## src/design/masked_byte_pattern_search_macros.svh

```systemverilog
// ---------------------------------------------------------------------------
// masked byte pattern search assertion macros
// clocked assertion helpers; they expand to nothing for synthesis
// ---------------------------------------------------------------------------
`ifndef MASKED_BYTE_PATTERN_SEARCH_MACROS_SVH
`define MASKED_BYTE_PATTERN_SEARCH_MACROS_SVH

`ifndef SYNTHESIS

// property checked at every rising edge outside reset
`define MBPS_ASSERT(label, clk, rst, prop, msg) \
   label: assert property (@(posedge clk) disable iff (rst) prop) else $error(msg);

// property checked at every rising edge, reset included
`define MBPS_ASSERT_ALWAYS(label, clk, prop, msg) \
   label: assert property (@(posedge clk) prop) else $error(msg);

`else

`define MBPS_ASSERT(label, clk, rst, prop, msg)
`define MBPS_ASSERT_ALWAYS(label, clk, prop, msg)

`endif

`endif

```

## src/design/mbps_pkg.sv

```systemverilog
// ---------------------------------------------------------------------------
// mbps_pkg
// shared types and constants of the masked byte pattern search
// ---------------------------------------------------------------------------
`default_nettype none

package mbps_pkg;

   // register port geometry: four 64-bit registers at 8-byte strides
   localparam int CFG_DATA_W   = 64;
   localparam int CFG_ADDR_W   = 5;
   localparam int CARE_BITS    = 16;
   localparam int LENGTH_W     = 5;
   localparam int OFFSET_OUT_W = 32;

   // register index, taken from paddr above the byte lane bits
   typedef enum logic [1:0] {
      CFG_PATTERN_LOW    = 2'd0,
      CFG_PATTERN_HIGH   = 2'd1,
      CFG_CARE_MASK      = 2'd2,
      CFG_PATTERN_LENGTH = 2'd3
   } cfg_index_type;

   // register contents handed to the search datapath
   typedef struct packed {
      logic [CFG_DATA_W-1:0] pattern_low;
      logic [CFG_DATA_W-1:0] pattern_high;
      logic [CARE_BITS-1:0]  care_mask;
      logic [LENGTH_W-1:0]   pattern_length;
   } cfg_type;

   localparam cfg_type CFG_RESET = '{
      pattern_low:    '0,
      pattern_high:   '0,
      care_mask:      '1,
      pattern_length: LENGTH_W'(1)
   };

endpackage

`default_nettype wire

```

## src/design/mbps_csr.sv

```systemverilog
// ---------------------------------------------------------------------------
// mbps_csr
// register block: pattern, care mask and length behind an apb-style port
// ---------------------------------------------------------------------------
`default_nettype none

module mbps_csr
   import mbps_pkg::*;
(
   input  wire logic                  clock,
   input  wire logic                  reset,
   input  wire logic                  psel,
   input  wire logic                  penable,
   input  wire logic                  pwrite,
   input  wire logic [CFG_ADDR_W-1:0] paddr,
   input  wire logic [CFG_DATA_W-1:0] pwdata,
   output logic      [CFG_DATA_W-1:0] prdata,
   output logic                       pready,
   output cfg_type                    cfg
);

   cfg_type       cfg_ff;
   cfg_type       cfg_in;
   cfg_index_type index;
   logic          wr_en;

   // byte lane bits are ignored, index sits above them
   assign index  = cfg_index_type'(paddr[CFG_ADDR_W-1:3]);
   assign wr_en  = psel && penable && pwrite;
   assign pready = 1'b1;

   // register write decode
   always_comb begin
      cfg_in = cfg_ff;
      if (wr_en) begin
         case (index)
            CFG_PATTERN_LOW:    cfg_in.pattern_low    = pwdata;
            CFG_PATTERN_HIGH:   cfg_in.pattern_high   = pwdata;
            CFG_CARE_MASK:      cfg_in.care_mask      = pwdata[CARE_BITS-1:0];
            CFG_PATTERN_LENGTH: cfg_in.pattern_length = pwdata[LENGTH_W-1:0];
            default:            cfg_in = cfg_ff;
         endcase
      end
   end

   always_ff @(posedge clock) begin
      if (reset) begin
         cfg_ff <= CFG_RESET;
      end else begin
         cfg_ff <= cfg_in;
      end
   end

   // read mux
   always_comb begin
      case (index)
         CFG_PATTERN_LOW:    prdata = cfg_ff.pattern_low;
         CFG_PATTERN_HIGH:   prdata = cfg_ff.pattern_high;
         CFG_CARE_MASK:      prdata = CFG_DATA_W'(cfg_ff.care_mask);
         CFG_PATTERN_LENGTH: prdata = CFG_DATA_W'(cfg_ff.pattern_length);
         default:            prdata = '0;
      endcase
   end

   assign cfg = cfg_ff;

endmodule

`default_nettype wire

```

## config.mk

```make
export PLATFORM = sky130hd
export DESIGN_NAME = mbps_csr
export DESIGN_NICKNAME = d
export VERILOG_FILES = /design/src/design/masked_byte_pattern_search_macros.svh /design/src/design/mbps_pkg.sv /design/src/design/mbps_csr.sv
export SDC_FILE = /design/constraint.sdc
export NUM_CORES = 1
export LEC_CHECK = 0
export BUFFER_PORTS_ARGS = -buffer_cell sky130_fd_sc_hd__buf_4
export CORE_MARGIN = 8
export CORE_UTILIZATION = 44
export DETAILED_ROUTE_END_ITERATION = 10
export PLACE_DENSITY_LB_ADDON = 0.08
export SYNTH_ARGS = -nofsm -noshare
export SYNTH_HDL_FRONTEND = slang
export SYNTH_SLANG_ARGS = --single-unit
```

## constraint.sdc

```tcl
create_clock -name clock -period 1.2 [get_ports clock]
set_input_delay 0.12 -clock clock [delete_from_list [all_inputs] [get_ports clock]]
set_output_delay 0.12 -clock clock [all_outputs]
set_load 0.02 [all_outputs]
```

# --- Word-level counts from Yosys, hierarchy flattened ---
# Cells that the tools add are included.
totals:
  reg_bits: 149
  inputBits: 74
  wordCells: 15
op_classes:
  n_eq_ne: 3
  n_mux: 1
  reduce_logical: 7
ops:
  columns: ["op", "n"]
  rows:
  - ["$pmux W64 S4", 1]
  - ["$reduce_and A2 Y1", 4]
  - ["$eq A2 B2 Y1 const B", 2]
  - ["$eq A2 B1 Y1 const B", 1]
  - ["$logic_and A1 B1 Y1", 2]
  - ["$logic_not A2 Y1", 1]

# --- Logic depth before layout (Yosys ltp) ---
logic_depth:
  depth_word: 3
  depth_mapped: 6

# --- Worst setup path after synthesis ---
# OpenSTA, ideal clock, no wires.
synth_path:
  kind: "input to output"
  start: "input paddr[3]"
  end: "output prdata[20]"
  arrival_ns: 1.236
  required_ns: 1.080
  slack_ns: -0.156
  stages: 6
  cell_sequence: "buf_2 -> buf_4 -> buf_4 -> buf_4 -> mux2i_1 -> nor2_1"
synth_between:
  elab_chain_cells: 2
  elab_cells_between_ends: 5
  classes_between: "eq/ne: 3; mux: 1; reduce/logical: 1"
synth_rtl:
  columns: ["element", "line_no", "source"]
  rows:
  - ["from (decl)", "mbps_csr.sv:15", "input wire logic [CFG_ADDR_W-1:0] paddr,"]
  - ["$eq A2 B2 Y1 (tied with other cells)", "mbps_csr.sv:56", "case (index)"]
  - ["$pmux W64 S4 *", "mbps_csr.sv:56", null]
  - ["to (decl)", "mbps_csr.sv:17", "output logic [CFG_DATA_W-1:0] prdata,"]
# Every way passes the cells marked *; elsewhere a longest branch is shown, timed or not.

# --- Final worst setup path ---
layout_path:
  start: "register cfg_ff (netlist bit cfg[89])"
  end: "output prdata[4]"
layout_between:
  elab_chain_cells: 1
layout_rtl:
  columns: ["element", "line_no", "source"]
  rows:
  - ["from (decl)", "mbps_csr.sv:22", "cfg_type cfg_ff;"]
  - ["from (signal assigned)", "mbps_csr.sv:50", "cfg_ff <= cfg_in;"]
  - ["$pmux W64 S4", "mbps_csr.sv:56", null]
# No other way between the ends.

==> results.txt <==
Max-Cap Viols: 0
initial antenna violation count: 0
max reg flops: 149
GR Layer Usage met3: 6.01%
area grow syn2layout: 67.9%
first-pass GRT wire length: 37100 um
Detailed Routing Iterations Pass 1: 4
Post-DRT Antenna Nets: 0
area of the core: 0.0163 mm^2
GRT Util Overall: 22.6%
Critical Path AT: 1360 ps
crit start category: flip-flop
synthesized area per cell: 9.92 um^2
CTS Buf Count: 17
unrepaired setup endpoints after global routing: yes
most common cell after layout, fill and taps aside: buf_4
placed cell count: 1209
register bit count reported by yosys: 149
largest net degree at the start of global routing: 88
port buffer count: 283
Clock Sinks: 149
clk root buf: clkbuf_16
DRC violations left: 0
minimum clock period after layout: 1480 ps
# IOs: 288
DP Wirelength: 15300 um
DR iter-0 viols: 259
FILL cells: 1208
Seq/Total Area, Yosys: 41.2%
Yosys cell types: 20
r2r setup slk: 420 ps
worst hold slack: 10.2 ps
synth warn: 0
Placer Congestion: 0.732
highest clock rate: 0.676 GHz
post-route design area: 0.0122 mm^2
GR peak layer: met2
final wirelength: 24100 um
Placement Setup Slack: -112 ps
Die Wd: 144 um
Starting Density: 44.3%
Finished Layout Cells: 1413
CTS tree: yes
Peak supply drop: 0.941 mV
final worst slack: -280 ps
most frequent cells in the layout: 374 x buf_4, 197 x mux2i_1, 196 x nand2b_1
CP max FO: 3
Post-Syn Area: 0.00724 mm^2
Die Y: 144 um
Longest Clk Path Bufs: 2
share of cells above drive strength 1: 55.2%
top cells by area, synth: dfxtp_1 41%, mux2i_1 29%, nand2b_1 17%
met2 Use GR: 39.7%
Leak: 0.00576 uW
final hold violation count: 0
status: finished with violations
Post-Syn Instances: 730
Hold Crit Class: in2reg
area of the multi-input gates: 0.00405 mm^2
post-synth top area share: 41.2%
failing checks: setup timing
Setup CP Type: reg2out
# setup viols final: 49
Clk pin slew, worst setup/hold paths: 60 ps
H-Tree Depth: 4
CP Data Required Time: 1080 ps
clock insertion delay at the later pin of the skew report: 410 ps
Setup crit end kind: output pin
wire length per cell: 17.1 um
vias in the first global route: 7182
post-synth top area cell: dfxtp_1
DR vias: 6792
clk_skew: 0 ps
grt total ovfl: 0
final cycle utilization of the critical path: 123%
register area: 0.00315 mm^2
P per Cell Area: 930 mW/mm^2
Final #Nets: 1255
Pins Over Slew Limit: 0
Synthesized Nets: 804
dpl cell area: 0.00981 mm^2
FP Rows: 47
met1 usage in global routing: 25.7%
Vias/cell: 4.81
die area: 0.0208 mm^2
Overall Power: 11300 uW
n_diodes: 0
[repair_timing]
item | in CTS | in global routing
gates resized for setup | 176 | 15
hold endpoints to repair | 103 | 1
endpoints found under the setup margin | 64 | 64
hold buffers | 57 | 1
pin swaps | 1 | 3
setup buffers | 111 | 4
[power breakdown]
part	internal, uW	switching (uW)	total (uW)	leakage, uW
Combinational	835	711	1550	0.00426
Clock	2620	2080	4700	0.000237
Sequential	5020	46.0	5070	0.00126
[critical path, stage by stage, from the launching register on]
cell	delay [ps]
dfxtp_2	330
mux4_2	470
buf_6	150
[metal layers]
layer,wire (um),up-vias
li1,-,3313
met1,9710,3229
met2,12200,214
met3,1700,36
met4,526,0
met5,0,-
[through the flow]
step / utilization (%) / TNS (ps)
after floorplan: - / -592
after global placement: 60.0 / -5210
after detailed placement: 60.0 / -7330
after CTS: 73.8 / -3280
after global routing: 74.4 / -5960
final: 74.4 / -2290
[path summary, 6_finish.rpt]
kind                              from                    end  cells after the start
setup / recovery  cfg[89]$_SDFFE_PP0P_              prdata[4]                      2
hold / removal              pwdata[61]  cfg[146]$_SDFFE_PP0P_                      3
setup reg to reg   cfg[0]$_SDFFE_PP1P_    cfg[0]$_SDFFE_PP1P_                      3
hold reg to reg   cfg[23]$_SDFFE_PP0P_   cfg[23]$_SDFFE_PP0P_                      2
[synth_stat cells]
master,n
mux2i_1,208
nand2b_1,196
dfxtp_1,149
nor2_1,81
clkbuf_1,31
buf_4,13
nand2_1,12
o21ai_0,11
buf_2,9
buf_12,5
mux4_2,5
nor3b_1,2
buf_6,1
conb_1,1
nand3_2,1
nor2b_1,1
nor3_1,1
or2_2,1
or3_2,1
or3b_1,1
[cell type report]
class	count	area share (%)
timing repair buffer	491	34.3
tap	220	2.26
multi-input combinational	522	33.3
clock inverter	12	0.710
clock buffer	19	3.56
sequential	149	25.9
[logic make-up after synthesis]
group,Yosys count,share of synthesized area [%]
AND/OR/NAND/NOR,297,22.6
buffers and inverters,59,5.11
flip-flops,149,41.2
AO/OA/AOI/OAI,11,0.760
other,1,0.0518
multiplexers,213,30.3
Power figures use the tool's default switching activity.
